File: src/design/qev_pkg.sv
// ----------------------------------------------------------------------------
// qev_pkg
// Shared types, constants and the transition table of the encoder decoder.
// ----------------------------------------------------------------------------
package qev_pkg;

  localparam int CHANNELS   = 2;
  localparam int CH_W       = 1;
  localparam int HIST_W     = 4;
  localparam int COUNT_W    = 8;
  localparam int QUOT_W     = 6;
  localparam int TIME_W     = 32;
  localparam int THR_W      = 16;
  localparam int STEPS_W    = 9;
  localparam int MULT_SH_W  = 2;
  localparam int CFG_IDX_W  = 2;

  localparam int MICROSTEPS_PER_STEP = 4;

  localparam logic [THR_W-1:0] SLOW_RESET   = THR_W'(500);
  localparam logic [THR_W-1:0] MEDIUM_RESET = THR_W'(200);
  localparam logic [THR_W-1:0] FAST_RESET   = THR_W'(50);

  localparam logic [CFG_IDX_W-1:0] REG_SLOW   = 2'd0;
  localparam logic [CFG_IDX_W-1:0] REG_MEDIUM = 2'd1;
  localparam logic [CFG_IDX_W-1:0] REG_FAST   = 2'd2;

  // Event request handed from the decoder to the velocity stage
  typedef struct packed {
    logic [CH_W-1:0]          ch;
    logic signed [QUOT_W-1:0] quot;
    logic [TIME_W-1:0]        now_ms;
  } event_t;

  typedef struct packed {
    logic [THR_W-1:0] slow;
    logic [THR_W-1:0] mid;
    logic [THR_W-1:0] fast;
  } thresholds_t;

  function automatic logic signed [1:0] transition_delta(input logic [HIST_W-1:0] h);
    logic signed [1:0] d;
    unique case (h)
      4'h1, 4'h7, 4'h8, 4'hE: d = 2'sd1;
      4'h2, 4'h4, 4'hB, 4'hD: d = -2'sd1;
      default:                d = 2'sd0;
    endcase
    return d;
  endfunction

endpackage

File: src/design/quadrature_encoder_velocity.sv
// ----------------------------------------------------------------------------
// quadrature_encoder_velocity
// Two-channel quadrature decoder with velocity-scaled detent events.
//
//   channel  dir  handshake          payload
//   s_axis   in   tvalid/tready      tuser=channel, tlast=batch_end, tdata
//   m_axis   out  tvalid/tready      tuser=control, tdata=steps
//   cfg      in   cfg_we             cfg_index, cfg_data
//
// One sample per cycle; decoder updates the channel state in the accept
// cycle. An event is written into the event queue at the accept edge and
// moves to the output register when that register is free or being drained.
// s_tready drops only while the two-entry event queue is full.
// Synchronous reset clears history, counts and event times and reloads the default thresholds.
// ----------------------------------------------------------------------------
module quadrature_encoder_velocity (
  input  logic        clk,
  input  logic        rst,
  input  logic        s_tvalid,
  output logic        s_tready,
  input  logic [39:0] s_tdata,   // [1:0] ab_sample, [33:2] now_ms, zero fill
  input  logic        s_tlast,   // batch_end
  input  logic [0:0]  s_tuser,   // [0] channel
  output logic        m_tvalid,
  input  logic        m_tready,
  output logic [15:0] m_tdata,   // [8:0] steps (signed), zero fill
  output logic [0:0]  m_tuser,   // [0] control
  input  logic        cfg_we,
  input  logic [1:0]  cfg_index,
  input  logic [15:0] cfg_data
);

  logic                       accept;
  logic                       push;
  qev_pkg::event_t            push_data;
  logic                       q_full;
  logic                       q_valid;
  logic                       pop;
  qev_pkg::event_t            q_data;
  logic signed [8:0]          out_steps;

  assign s_tready = !q_full;
  assign accept   = s_tvalid && s_tready;

  qev_front u_front (
    .clk       (clk),
    .rst       (rst),
    .accept    (accept),
    .channel   (s_tuser),
    .ab_sample (s_tdata[1:0]),
    .batch_end (s_tlast),
    .now_ms    (s_tdata[33:2]),
    .push      (push),
    .push_data (push_data)
  );

  qev_queue u_queue (
    .clk       (clk),
    .rst       (rst),
    .push      (push),
    .push_data (push_data),
    .full      (q_full),
    .pop       (pop),
    .not_empty (q_valid),
    .pop_data  (q_data)
  );

  qev_back u_back (
    .clk       (clk),
    .rst       (rst),
    .cfg_we    (cfg_we),
    .cfg_index (cfg_index),
    .cfg_data  (cfg_data),
    .q_valid   (q_valid),
    .q_data    (q_data),
    .pop       (pop),
    .out_valid (m_tvalid),
    .out_ready (m_tready),
    .out_ch    (m_tuser),
    .out_steps (out_steps)
  );

  assign m_tdata = {7'd0, out_steps};

endmodule

File: src/design/qev_front.sv
// ----------------------------------------------------------------------------
// qev_front
// Per-channel phase history and saturating microstep count; raises an
// event request with the truncated detent quotient at a batch end once the count reaches a full detent.
// ----------------------------------------------------------------------------
module qev_front (
  input  logic                        clk,
  input  logic                        rst,
  input  logic                        accept,
  input  logic [qev_pkg::CH_W-1:0]    channel,
  input  logic [1:0]                  ab_sample,
  input  logic                        batch_end,
  input  logic [qev_pkg::TIME_W-1:0]  now_ms,
  output logic                        push,
  output qev_pkg::event_t             push_data
);

  logic [qev_pkg::HIST_W-1:0]         history [qev_pkg::CHANNELS];
  logic signed [qev_pkg::COUNT_W-1:0] count   [qev_pkg::CHANNELS];

  logic                               ch_ok;
  logic [qev_pkg::HIST_W-1:0]         hist_next;
  logic signed [qev_pkg::COUNT_W:0]   sum;
  logic signed [qev_pkg::COUNT_W-1:0] count_sat;
  logic signed [qev_pkg::COUNT_W-1:0] biased;
  logic signed [qev_pkg::COUNT_W-1:0] quot_full;
  logic signed [qev_pkg::COUNT_W-1:0] remainder;
  logic                               fire;

  always_comb begin
    ch_ok     = (32'(channel) < qev_pkg::CHANNELS);
    hist_next = {history[channel][1:0], ab_sample};
    sum       = (qev_pkg::COUNT_W+1)'(count[channel])
              + (qev_pkg::COUNT_W+1)'(qev_pkg::transition_delta(hist_next));
    if (sum > 9'sd127) begin
      count_sat = 8'sd127;
    end else if (sum < -9'sd128) begin
      count_sat = -8'sd128;
    end else begin
      count_sat = sum[qev_pkg::COUNT_W-1:0];
    end
    // truncate toward zero: bias negatives by divisor-1 before the shift
    biased    = count_sat[qev_pkg::COUNT_W-1] ? count_sat + 8'sd3 : count_sat;
    quot_full = biased >>> 2;
    remainder = count_sat - (quot_full <<< 2);
    fire      = accept && ch_ok && batch_end
              && (count_sat >= 8'sd4 || count_sat <= -8'sd4);
  end

  always_ff @(posedge clk) begin
    if (rst) begin
      for (int i = 0; i < qev_pkg::CHANNELS; i++) begin
        history[i] <= '0;
        count[i]   <= '0;
      end
    end else if (accept && ch_ok) begin
      history[channel] <= hist_next;
      count[channel]   <= fire ? remainder : count_sat;
    end
  end

  assign push             = fire;
  assign push_data.ch     = channel;
  assign push_data.quot   = quot_full[qev_pkg::QUOT_W-1:0];
  assign push_data.now_ms = now_ms;

endmodule

File: src/design/qev_queue.sv
// ----------------------------------------------------------------------------
// qev_queue
// Two-entry event queue between the decoder and the velocity stage.
// ----------------------------------------------------------------------------
module qev_queue (
  input  logic            clk,
  input  logic            rst,
  input  logic            push,
  input  qev_pkg::event_t push_data,
  output logic            full,
  input  logic            pop,
  output logic            not_empty,
  output qev_pkg::event_t pop_data
);

  qev_pkg::event_t slots [2];
  logic            wr_ptr;
  logic            rd_ptr;
  logic [1:0]      fill;

  assign full      = (fill == 2'd2);
  assign not_empty = (fill != 2'd0);
  assign pop_data  = slots[rd_ptr];

  always_ff @(posedge clk) begin
    if (push) begin
      slots[wr_ptr] <= push_data;
    end
  end

  always_ff @(posedge clk) begin
    if (rst) begin
      wr_ptr <= 1'b0;
      rd_ptr <= 1'b0;
      fill   <= 2'd0;
    end else begin
      if (push) wr_ptr <= ~wr_ptr;
      if (pop)  rd_ptr <= ~rd_ptr;
      unique case ({push, pop})
        2'b10:   fill <= fill + 2'd1;
        2'b01:   fill <= fill - 2'd1;
        default: fill <= fill;
      endcase
    end
  end

endmodule

File: src/design/qev_back.sv
// ----------------------------------------------------------------------------
// qev_back
// Velocity stage: elapsed time since the channel's last event selects the
// multiplier; the scaled steps land in the output register.
// ----------------------------------------------------------------------------
module qev_back (
  input  logic                                clk,
  input  logic                                rst,
  input  logic                                cfg_we,
  input  logic [qev_pkg::CFG_IDX_W-1:0]       cfg_index,
  input  logic [qev_pkg::THR_W-1:0]           cfg_data,
  input  logic                                q_valid,
  input  qev_pkg::event_t                     q_data,
  output logic                                pop,
  output logic                                out_valid,
  input  logic                                out_ready,
  output logic [qev_pkg::CH_W-1:0]            out_ch,
  output logic signed [qev_pkg::STEPS_W-1:0]  out_steps
);

  qev_pkg::thresholds_t              thr;
  logic [qev_pkg::TIME_W-1:0]        last_ms [qev_pkg::CHANNELS];
  logic [qev_pkg::TIME_W-1:0]        interval;
  logic [qev_pkg::MULT_SH_W-1:0]     mult_sh;
  logic signed [qev_pkg::STEPS_W-1:0] steps;

  assign pop = q_valid && (!out_valid || out_ready);

  always_comb begin
    interval = q_data.now_ms - last_ms[q_data.ch];
    priority if (interval > qev_pkg::TIME_W'(thr.slow)) begin
      mult_sh = 2'd0;
    end else if (interval > qev_pkg::TIME_W'(thr.mid)) begin
      mult_sh = 2'd1;
    end else if (interval > qev_pkg::TIME_W'(thr.fast)) begin
      mult_sh = 2'd2;
    end else begin
      mult_sh = 2'd3;
    end
    // -32 x 8 gives -256, which still fits the 9-bit signed range
    steps = qev_pkg::STEPS_W'(q_data.quot) <<< mult_sh;
  end

  always_ff @(posedge clk) begin
    if (rst) begin
      thr.slow <= qev_pkg::SLOW_RESET;
      thr.mid  <= qev_pkg::MEDIUM_RESET;
      thr.fast <= qev_pkg::FAST_RESET;
    end else if (cfg_we) begin
      unique case (cfg_index)
        qev_pkg::REG_SLOW:   thr.slow <= cfg_data;
        qev_pkg::REG_MEDIUM: thr.mid  <= cfg_data;
        qev_pkg::REG_FAST:   thr.fast <= cfg_data;
        default: ;
      endcase
    end
  end

  always_ff @(posedge clk) begin
    if (rst) begin
      for (int i = 0; i < qev_pkg::CHANNELS; i++) begin
        last_ms[i] <= '0;
      end
      out_valid <= 1'b0;
    end else begin
      if (pop) begin
        last_ms[q_data.ch] <= q_data.now_ms;
        out_valid          <= 1'b1;
      end else if (out_ready) begin
        out_valid <= 1'b0;
      end
    end
  end

  always_ff @(posedge clk) begin
    if (pop) begin
      out_ch    <= q_data.ch;
      out_steps <= steps;
    end
  end

endmodule

File: config.mk
export PLATFORM = sky130hd
export DESIGN_NAME = quadrature_encoder_velocity
export DESIGN_NICKNAME = d
export VERILOG_FILES = /design/src/design/qev_pkg.sv /design/src/design/quadrature_encoder_velocity.sv /design/src/design/qev_front.sv /design/src/design/qev_queue.sv /design/src/design/qev_back.sv
export SDC_FILE = /design/constraint.sdc
export NUM_CORES = 1
export LEC_CHECK = 0
export BUFFER_PORTS_ARGS = -buffer_cell sky130_fd_sc_hd__buf_2
export CORE_MARGIN = 8
export CORE_UTILIZATION = 45
export DETAILED_ROUTE_END_ITERATION = 10
export SYNTH_ARGS = -nofsm -noshare
export SYNTH_HDL_FRONTEND = slang
export SYNTH_HIERARCHICAL = 1
export SYNTH_SLANG_ARGS = --single-unit
File: constraint.sdc
create_clock -name clk -period 7.19 [get_ports clk]
set_input_delay 0.719 -clock clk [delete_from_list [all_inputs] [get_ports clk]]
set_output_delay 0.719 -clock clk [all_outputs]
set_load 0.01 [all_outputs]
==> impl_results.md, run 1 <==
* DR WL/cell at ~18 um
* Reg clk slew, reported paths at about 60 ps
* DRT Pass-1 Iters at 5
* Worst R2R Path Depth at 22
* Hold endpoint: u_queue/slots[1][17]
* Worst-Skew Late Latency at ~550 ps
* Initial antenna violation count at 1
* Root buffer cell: clkbuf_16
* Core ar. at between 0.03 and 0.04 sq mm
* Yosys cell types at slightly above 90
* Post-Syn Area at between 0.01 and 0.015 sq mm
* Finished Layout Cells at 1786
* Slowest cell on crit path: a2111oi_4
* Async SR Flop Fraction at 0%
* Worst slew pin tran at between 1000 and 1500 ps
* Row count at 64
* Initial Util at between 40% and 50%
* Run status: completed
* EDFF count, synth at between 150 and 200
* Hpwl dp at between 20000 and 25000 um
* Die area at 0.03697 sq mm
* WS Path Type: flop to flop
* Area share of and/or/nand/nor cells after synthesis at between 15 and 20%
* Max Clk Rate at 163.9 MHz
* Most frequent cells in the layout: edfxtp_1 (172), nand2_1 (143), a21oi_1 (102)
* DR vias at 10061
* Final setup TNS at 0 ps
* Worst r2r dst: u_back/out_steps[2]
* Lkg Pwr at approximately 5.8 nW
* Nets at 1536
* Fin. Hold Viols at 0
* Hold Path Origin: s_tdata[19]
* Die Height at 192.3 um
* Setup slack on the worst flop-to-flop path at about 1100 ps
* DR vias/cell at ~5.6
* Crit path launch type: flop
* PD cells at ~420 mW/mm^2
* First-pass GRT wire length at 52740 um
* Area delta synth->final at 8.894%
* Yosys reg bits at between 200 and 250
* Setup crit end kind: flop
* Most common cell after layout, fill and taps aside: edfxtp_1
* I/O pin count at between 80 and 90
* Fin crit share at a little over four fifths
* RePlAce Congestion at around 0.89
* Final Max Slew Viols at 0
* Hold depth at 1
* Cell count after synthesis at between 1000 and 1500
* Drc violations at 0
* Clock Skew at 14.29 ps
* H-tree Lvls at 1
* Final setup violation count at 0
* Largest net degree at the start of global routing at between 60 and 70
* CP cell instances: buf_4 > mux2_2 > inv_1 > ha_1 > fa_1 > or2b_1 > a21oi_2 > o21a_1 > nor2_1 > nor2_1 > nor2_1 > xnor2_1 > ha_1 > nand4_1 > nor3_1 > nand2_1 > o311ai_0 > o2111ai_1 > nor4_1 > nand4_1 > a2111oi_4 > mux2_2
* Synth Area in XOR/XNOR at under 10%
* Most frequent CP cell: nor2_1
* Total CTS buffers at 25
* Fin crit period at 6103 ps
* Routed Wire Length at 32380 um
* Mapped Avg Cell Area at approximately 10 sq um
* Clock sink count at between 200 and 250
* Setup bufs post-CTS at 0
* Hold buffer count at CTS at 0
* Share of post-route cells with drive strength above 1 at around 17%
* Synth Warn # at 6
* Endpoint required time on the critical path at about 7500 ps
* Fill cell count at between 2000 and 3000
* Crit path arrival time at ~6400 ps
* Largest family of logic cells by synthesized area: simple AND/OR/NAND/NOR gates
* Highest cell delay on the worst timing path at around 560 ps
* Total Routing Usage GR at ~17%
* Synth Area in Compound Gates at 14.44%
* Sequential element share of the synthesized area at approximately 45%
* Max-Cap Viols at 0
* Post-CTS Resized at 0
* Vias in the first global route at about 9900
* Multiplexer area fraction after synthesis at slightly below 8%
* IO buf count at 70
* CTS tree: yes
* Relative slew slack at about a third
* RSZ-0062 raised after global routing: no
* Clock buffer depth at 3
* Worst-path fanout max at 38
* Starting DRT DRC Count at 707
* Ys flop type: edfxtp_1
* Detail Route Antenna Nets at 0
* Post-synthesis adder-cell area fraction at a little under a tenth
* Overflow after GRT at 0
* Cells after DPL at roughly 1700
* Min-delay worst type: primary input to flop
* Worst IR Drop VDD at approximately 0.00020 V
* Chip Width at around 190 um
Yosys cell counts (5+ instances only):
library cell / count / share of area (%)
a21oi_2: 8 / 0.50
edfxtp_1: 172 / 37
buf_1: 6 / 0.16
dfxtp_1: 54 / 7.7
o21ai_0: 37 / 1.3
and2_1: 67 / 3.0
nand3b_1: 5 / 0.27
ha_1: 98 / 8.8
xor2_1: 12 / 0.75
mux2i_1: 38 / 2.7
inv_1: 65 / 1.7
nor2b_1: 9 / 0.40
o22ai_1: 9 / 0.40
nor2_1: 81 / 2.2
a211oi_1: 18 / 0.97
a21o_1: 20 / 1.1
o211ai_1: 12 / 0.64
buf_2: 15 / 0.54
nor3_1: 14 / 0.50
a211o_1: 11 / 0.69
nand2b_1: 11 / 0.49
clkbuf_1: 26 / 0.70
o31ai_1: 5 / 0.27
mux2_2: 65 / 5.2
xnor2_1: 24 / 1.5
a21oi_1: 102 / 3.7
nand4_1: 27 / 1.2
or2_2: 5 / 0.22
nor3b_1: 6 / 0.32
nand3_1: 12 / 0.43
o21a_1: 24 / 1.3
buf_4: 44 / 2.4
nor4_1: 13 / 0.58
o21ai_1: 6 / 0.21
nand2_1: 143 / 3.8
how the worst max path moves through the flow:
stage / from / to / slack [ps] / cells past startpoint
after floorplan: s_tuser / u_queue/slots[0][0] / 1390 / 13
after global placement: flop / u_back/out_steps[2] / 1070 / 22
after detailed placement: s_tuser / u_front/count[1][6] / 920 / 18
after CTS: flop / u_back/out_steps[2] / 1100 / 22
after global routing: flop / u_back/out_steps[2] / 790 / 22
final: flop / u_back/out_steps[2] / 1090 / 22
area by class of cell:
cell class | instances | area, sq um | area share (%)
Clock inverter | 15 | 168.9 | 1.109
Antenna cell | 1 | 2.502 | 0.01643
Clock buffer | 31 | 671.9 | 4.412
Timing Repair Buffer | 78 | 410.4 | 2.695
Multi-Input combinational cell | 974 | 6988 | 45.89
Sequential cell | 226 | 6247 | 41.02
Tap cell | 396 | 495.5 | 3.254
Inverter | 65 | 244.0 | 1.602
layer usage:
layer | GRT usage, % | part of all wire, %
met1 | 25.12 | 49
met2 | 27.28 | 44
met3 | 2.620 | 5.5
met4 | 4.230 | 2.2
met5 | 0 | 0.040
sequential cells by signal (all words and copies together) (netlist names), named ones only:
name              cells
u_queue/slots        78
u_back/last_ms       64
u_back/thr           48
u_front/count        16
u_back/out_steps      9
u_front/history       4
u_queue/fill          2
u_back/out_ch         1
u_back/out_valid      1
u_queue/rd_ptr        1
u_queue/wr_ptr        1
power breakdown:
part           total, mW  internal, mW  leakage [nW]  switching (mW)
sequential          1.66          1.62          2.12          0.0439
combinational       3.40          1.34          3.29            2.06
clock               1.31         0.776         0.426           0.533
worst max-delay path, delay by kind of cell, from the launching register on:
family,cells,cell delay [ps]
AOI/OAI and AO/OA,5,1470
xor gates and xnor gates,1,370
adders and majority gates,3,830
buffers and inverters,2,520
DFF,1,330
muxes,2,700
and+or+nand+nor,9,1610
cell families (layout without fill, tap and decap cells):
| kind of cell | after synthesis | after routing |
|---|---|---|
| AO/OA/AOI/OAI | 300 | 300 |
| XOR/XNOR | 36 | 36 |
| adder cells (fa/ha/maj) | 101 | 101 |
| buffers and inverters | 159 | 189 |
| flip-flops | 226 | 226 |
| multiplexers | 103 | 103 |
| other | 1 | 8 |
| AND/OR/NAND/NOR | 427 | 427 |
through the flow:
step / utilization (%) / setup WS [ps] / cell area, sq um / hold slack [ps] / power (mW)
detailed placement: 47.03 / 924.3 / 14390 / 448.6 / 5.054
floorplan: - / 1386 / 14010 / 436.3 / 4.292
global placement: 47.03 / 1066 / 14390 / 442.7 / 4.995
CTS: 49.78 / 1096 / 15230 / 337.2 / 6.394
finish: 49.78 / 1087 / 15230 / 369.2 / 6.368
global route: 49.78 / 793.7 / 15230 / 336.4 / 6.873
Note: power is estimated with default switching activity, not from simulation.
==> inputs of run 2 (changes only) <==
==> constraint.sdc (replaced) <==
create_clock -name clk -period 6.4 [get_ports clk]
set_input_delay 0.64 -clock clk [delete_from_list [all_inputs] [get_ports clk]]
set_output_delay 0.64 -clock clk [all_outputs]
set_load 0.01 [all_outputs]
==> impl_results.md, run 2 (synthesis results as in run 1) <==
* Die area at around 0.037 sq mm
* Lkg Pwr at 5.865 nW
* Storage element area at 0.006247 sq mm
* Most frequent cells in the layout: edfxtp_1 (172), nand2_1 (143), a21oi_1 (102)
* Max Clk Rate at between 150 and 200 MHz
* Run status: completed
* Total CTS buffers at 26
* Multi-input logic area at 0.006982 sq mm
* Pre-CTS setup slack at about 660 ps
* Max-Cap Viols at 0
* CTS tree: yes
* Setup crit end kind: flop
* Tot Pwr at about 7.2 mW
* DR WL/cell at about 18 um
* Initial Util at between 40% and 50%
* Die Height at roughly 190 um
* Clock buffer depth at 3
* IO buf count at 70
* Fin crit share at between 90% and 100%
* Crit path launch type: flop
* Detail Route Antenna Nets at 0
* Min-delay worst type: primary input to flop
* Slowest cell on crit path: a2111oi_4
* Wl on met1 at 15820 um
* Cells after DPL at approximately 1700
* PD cells at 471.1 mW/mm^2
* Routed Wire Length at approximately 32000 um
* DRT Pass-1 Iters at 5
* PnR worst setup slack at 630.1 ps
* RePlAce Congestion at around 0.9
* Critical Path Sink: u_back/out_steps[2]
* Post-CTS Resized at 0
* Total Routing Usage GR at between 10% and 20%
* Fill cell count at about 2800
* Worst r2r dst: u_back/out_steps[2]
* Root buffer cell: clkbuf_16
* Reg clk slew, reported paths at roughly 60 ps
* DR vias/cell at between 5 and 6
* Initial antenna violation count at 1
* CP cell instances: mux2_2 > buf_4 > mux2i_1 > ha_1 > o211ai_2 > a21oi_2 > nor2_1 > o21ai_0 > a21o_1 > a21oi_1 > xnor2_1 > ha_1 > a21oi_1 > o21a_1 > nor2_1 > o31ai_1 > o2111ai_1 > nor4_1 > nand4_1 > a2111oi_4 > mux2_2
* Met2 Routed Length at ~14000 um
* Fin crit period at 5770 ps
* Row count at 64
* Top flop regs: u_queue/slots (78), u_back/last_ms (64), u_back/thr (48)
* H-tree Lvls at 1
* Share of post-route cells with drive strength above 1 at ~17%
* WS Path Type: flop to flop
* First-pass GRT wire length at slightly above 50000 um
* DR vias at around 10000
* Worst-path fanout max at 19
* Core ar. at roughly 0.031 sq mm
* Final setup TNS at 0 ps
* Clock Skew at approximately 14 ps
* Highest cell delay on the worst timing path at ~570 ps
* Hold buffer count at CTS at 0
* Area delta synth->final at 9.448%
* Max reg flops at just under 80
* Worst-Skew Late Latency at about 540 ps
* Starting DRT DRC Count at ~650
* RSZ-0062 raised after global routing: no
* Clock sink count at 226
* Overflow after GRT at 0
* Nets at ~1500
* Worst R2R Path Depth at 21
* Chip Width at slightly below 200 um
* Final setup violation count at 0
* Vias in the first global route at roughly 9700
* Largest net degree at the start of global routing at 67
* Fin. Hold Viols at 0
* Top sig layer: met5
* Finished Layout Cells at about 1800
* I/O pin count at 84
* Endpoint required time on the critical path at 6690 ps
* Drc violations at 0
* Most common cell after layout, fill and taps aside: edfxtp_1
* Hpwl dp at between 20000 and 25000 um
* Worst hold slack at about 290 ps
* Setup bufs post-CTS at 0
* Final Max Slew Viols at 0
* Worst slew pin tran at between 1000 and 1500 ps
* Crit path arrival time at 6060 ps
* Setup slack on the worst flop-to-flop path at roughly 630 ps
* Largest Register: u_queue/slots
* Relative slew slack at 23.38%
* Worst IR Drop VDD at around 0.00022 V
* Routed wl met3 at approximately 1600 um
## run 2: changes by cell type in the layout (fill, tap and decap cells not counted), moves of 2 or more
| cell | before | now |
|---|---|---|
| clkbuf_1 | 3 | 6 |
| buf_12 | 0 | 2 |
| clkinv_2 | 10 | 4 |
| clkbuf_16 | 25 | 27 |
| clkinv_1 | 0 | 4 |
| clkbuf_8 | 2 | 0 |
| buf_4 | 8 | 13 |
## run 2: how the worst min path moves through the flow
stage | cells past startpoint | slack [ps] | startpoint | endpoint
3_3_place_gp | 2 | 440 | u_back/thr[25] | u_back/thr[25]
4_1_cts | 1 | 270 | s_tdata[14] | u_queue/slots[1][12]
3_5_place_dp | 2 | 450 | u_back/thr[14] | u_back/thr[14]
2_1_floorplan | 2 | 440 | u_back/thr[10] | u_back/thr[10]
6_report | 1 | 290 | s_tdata[24] | u_queue/slots[1][22]
5_1_grt | 1 | 270 | s_tdata[14] | u_queue/slots[1][12]
## run 2: worst max-delay path: cells and delay by family (launching register included)
family | cells | cell delay (ps)
fa+ha+maj | 2 | 700
buf+inv | 1 | 250
flops | 1 | 320
mux | 3 | 950
xor+xnor | 1 | 390
compound gates | 10 | 2230
simple gates | 4 | 660
## run 2: routing by layer
layer / vias up / GRT usage [%]
met3: 47 / 2.313
met2: 230 / 27.28
met4: 2 / 4.113
li1: 4958 / -
met5: - / 0
met1: 4767 / 24.67
## run 2: area by class of cell
| cell class | count | area share, % |
|---|---|---|
| clock buffers | 34 | 4.610 |
| multi-input cells | 974 | 45.61 |
| well taps | 396 | 3.237 |
| inverters | 65 | 1.594 |
| clock inverters | 13 | 0.9237 |
| flip-flops and latches | 226 | 40.82 |
| diodes | 1 | 0.01635 |
| repair buffers | 85 | 3.188 |
## run 2: metrics by stage
step                      cell area, sq um  util (%)
after floorplan                      14010         -
after global placement               14460     47.26
after detailed placement             14460     47.26
after CTS                            15300     50.03
after global routing                 15300     50.03
final                                15310     50.04
## run 2: power by group
| part | switching, mW | internal (mW) | leakage, nW |
|---|---|---|---|
| Combinational | 2.34 | 1.55 | 3.33 |
| Sequential | 0.0500 | 1.82 | 2.12 |
| Clock | 0.595 | 0.861 | 0.410 |
==> inputs of run 3 (changes only) <==
--- a/config.mk
+++ b/config.mk
@@ -6,6 +6,7 @@
 export NUM_CORES = 1
 export LEC_CHECK = 0
 export BUFFER_PORTS_ARGS = -buffer_cell sky130_fd_sc_hd__buf_2
+export CORE_ASPECT_RATIO = 1.4
 export CORE_MARGIN = 8
 export CORE_UTILIZATION = 45
 export DETAILED_ROUTE_END_ITERATION = 10
==> impl_results.md, run 3 (synthesis results as in run 1) <==
* First-pass GRT wire length at roughly 52000 um
* Worst-path fanout max at 6
* PD cells at roughly 470 mW/mm^2
* Fin. Hold Viols at 0
* Die area at 0.03705 sq mm
* Hold Path Origin: s_tdata[29]
* Lkg Pwr at 5.811 nW
* DR vias/cell at between 5 and 6
* Initial Util at 45.53%
* Hold depth at 1
* Routed Wire Length at approximately 33000 um
* Fin crit period at 5756 ps
* Max Clk Rate at 173.7 MHz
* Clock buffer depth at 3
* CTS tree: yes
* Clock Skew at ~10 ps
* Max-Cap Viols at 0
* # diodes at 0
* DRT Pass-1 Iters at 5
* Row count at between 70 and 80
* Drc violations at 0
* Fin util at roughly 49%
* DR vias at 9947
* I/O pin count at 84
* Worst-Skew Late Latency at between 500 and 600 ps
* Reg power frac at about a quarter
* Total Routing Usage GR at ~18%
* Final Max Slew Viols at 0
* Endpoint required time on the critical path at 6680 ps
* Largest Register: u_queue/slots
* Detail Route Antenna Nets at 0
* Final setup violation count at 0
* Area delta synth->final at 8.688%
* Worst R2R Path Depth at 20
* Total CTS buffers at 24
* Max reg flops at just under 80
* H-tree Lvls at 1
* Crit path arrival time at 6040 ps
* Most common cell after layout, fill and taps aside: edfxtp_1
* DR WL/cell at between 15 and 20 um
* Clock sink count at 226
* Nets at around 1500
* Cells after DPL at roughly 1700
* Post-CTS Resized at 0
* NetSw at between 2 and 3 mW
* Hold endpoint: u_queue/slots[1][27]
* Starting DRT DRC Count at 544
* Overflow after GRT at 0
* Net Sw Frac at about two fifths
* RePlAce Congestion at ~0.91
* Crit path launch type: flop
* Setup bufs post-CTS at 0
* Internal power at 4.120 mW
* Core ar. at between 0.03 and 0.04 sq mm
* Initial antenna violation count at 0
* Worst IR Drop VDD at 0.0002442 V
* Min-delay worst type: primary input to flop
* Largest net degree at the start of global routing at between 60 and 70
* Worst r2r dst: u_back/out_steps[3]
* IO buf count at 70
* Worst slew pin tran at about 1000 ps
* Run status: completed
* Share of post-route cells with drive strength above 1 at 16.25%
* Hpwl dp at 24630 um
* Hold buffer count at CTS at 0
* WS Path Type: flop to flop
* Most frequent cells in the layout: edfxtp_1 (172), nand2_1 (143), a21oi_1 (102)
* Root buffer cell: clkbuf_16
* Setup crit end kind: flop
* Combinational Power Share at between 50% and 60%
* Vias in the first global route at roughly 10000
* RSZ-0062 raised after global routing: no
* Reg clk slew, reported paths at approximately 60 ps
* Relative slew slack at between 30 and 40%
* Finished Layout Cells at 1781
* Final setup TNS at 0 ps
* Top flop regs: u_queue/slots (78), u_back/last_ms (64), u_back/thr (48)
* Fin crit share at ~90%
* Part of the power in the clock network at 19.1%
* Chip Width at around 160 um
* Die Height at 224.6 um
* Setup slack on the worst flop-to-flop path at roughly 640 ps
==> run 3: cell count changes in the layout (fill, tap and decap cells not counted), moves of 2 or more <==
cell       previous run  this run
buf_4                13        10
clkbuf_1              6         3
clkbuf_16            27        25
clkbuf_8              0         2
clkinv_1              4         7
clkinv_2              4         1
==> run 3: cell type report <==
type	count	area, sq um
fillers	2821	15510
well taps	390	488.0
multi-input cells	974	6988
inverters	65	244.0
clock inverters	14	102.6
clock buffers	30	664.4
flip-flops and latches	226	6247
repair buffers	82	465.4
==> run 3: how the worst max path moves through the flow <==
stage	start	endpoint	slack (ps)
after detailed placement	s_tuser	u_front/count[1][6]	440
after global routing	flop	u_back/out_steps[3]	260
after floorplan	s_tuser	u_queue/slots[0][0]	680
final	flop	u_back/out_steps[3]	640
after global placement	s_tuser	u_front/count[0][6]	540
after CTS	flop	u_back/out_steps[3]	580
==> run 3: stage by stage <==
| stage | cell area (sq um) | power, mW | worst slack, ps | hold WS (ps) |
|---|---|---|---|---|
| 2_1_floorplan | 14010 | 4.822 | 675.3 | 436.3 |
| 3_3_place_gp | 14430 | 5.680 | 537.1 | 441.8 |
| 3_5_place_dp | 14430 | 5.733 | 442.8 | 446.3 |
| 4_1_cts | 15200 | 7.120 | 576.8 | 266.2 |
| 5_1_grt | 15200 | 7.627 | 257.7 | 269.2 |
| 6_report | 15200 | 7.079 | 643.8 | 291.0 |
==> run 3: power groups by stage <==
stage | clock network, mW | logic (mW) | registers (mW)
6_report | 1.35 | 3.86 | 1.87
5_1_grt | 1.44 | 4.30 | 1.88
4_1_cts | 1.39 | 3.86 | 1.87
3_5_place_dp | 0 | 3.83 | 1.90
3_3_place_gp | 0 | 3.79 | 1.89
2_1_floorplan | 0 | 2.93 | 1.90
==> run 3: metal layers <==
layer	up-vias	track usage, %	share of wire [%]
met5	-	0	0
met4	0	6.294	2.8
met3	64	2.306	4.3
met2	221	30.94	50
met1	4731	21.41	43
li1	4931	-	-
==> run 3: critical path, cell delays in order, from the launching register on <==
cell       delay (ps)
dfxtp_2           330
mux2_2            410
mux2_2            300
ha_1              200
fa_1              410
or2b_1            270
a21oi_2           240
o21a_1            220
nor2_1             80
nor2_1            110
nor2_1             60
xnor2_1           330
ha_1              330
a21oi_1           140
a21boi_0          100
o31ai_1           360
o2111ai_1         180
nor4_1            240
nand4_1           200
a2111oi_4         560
mux2_2            410
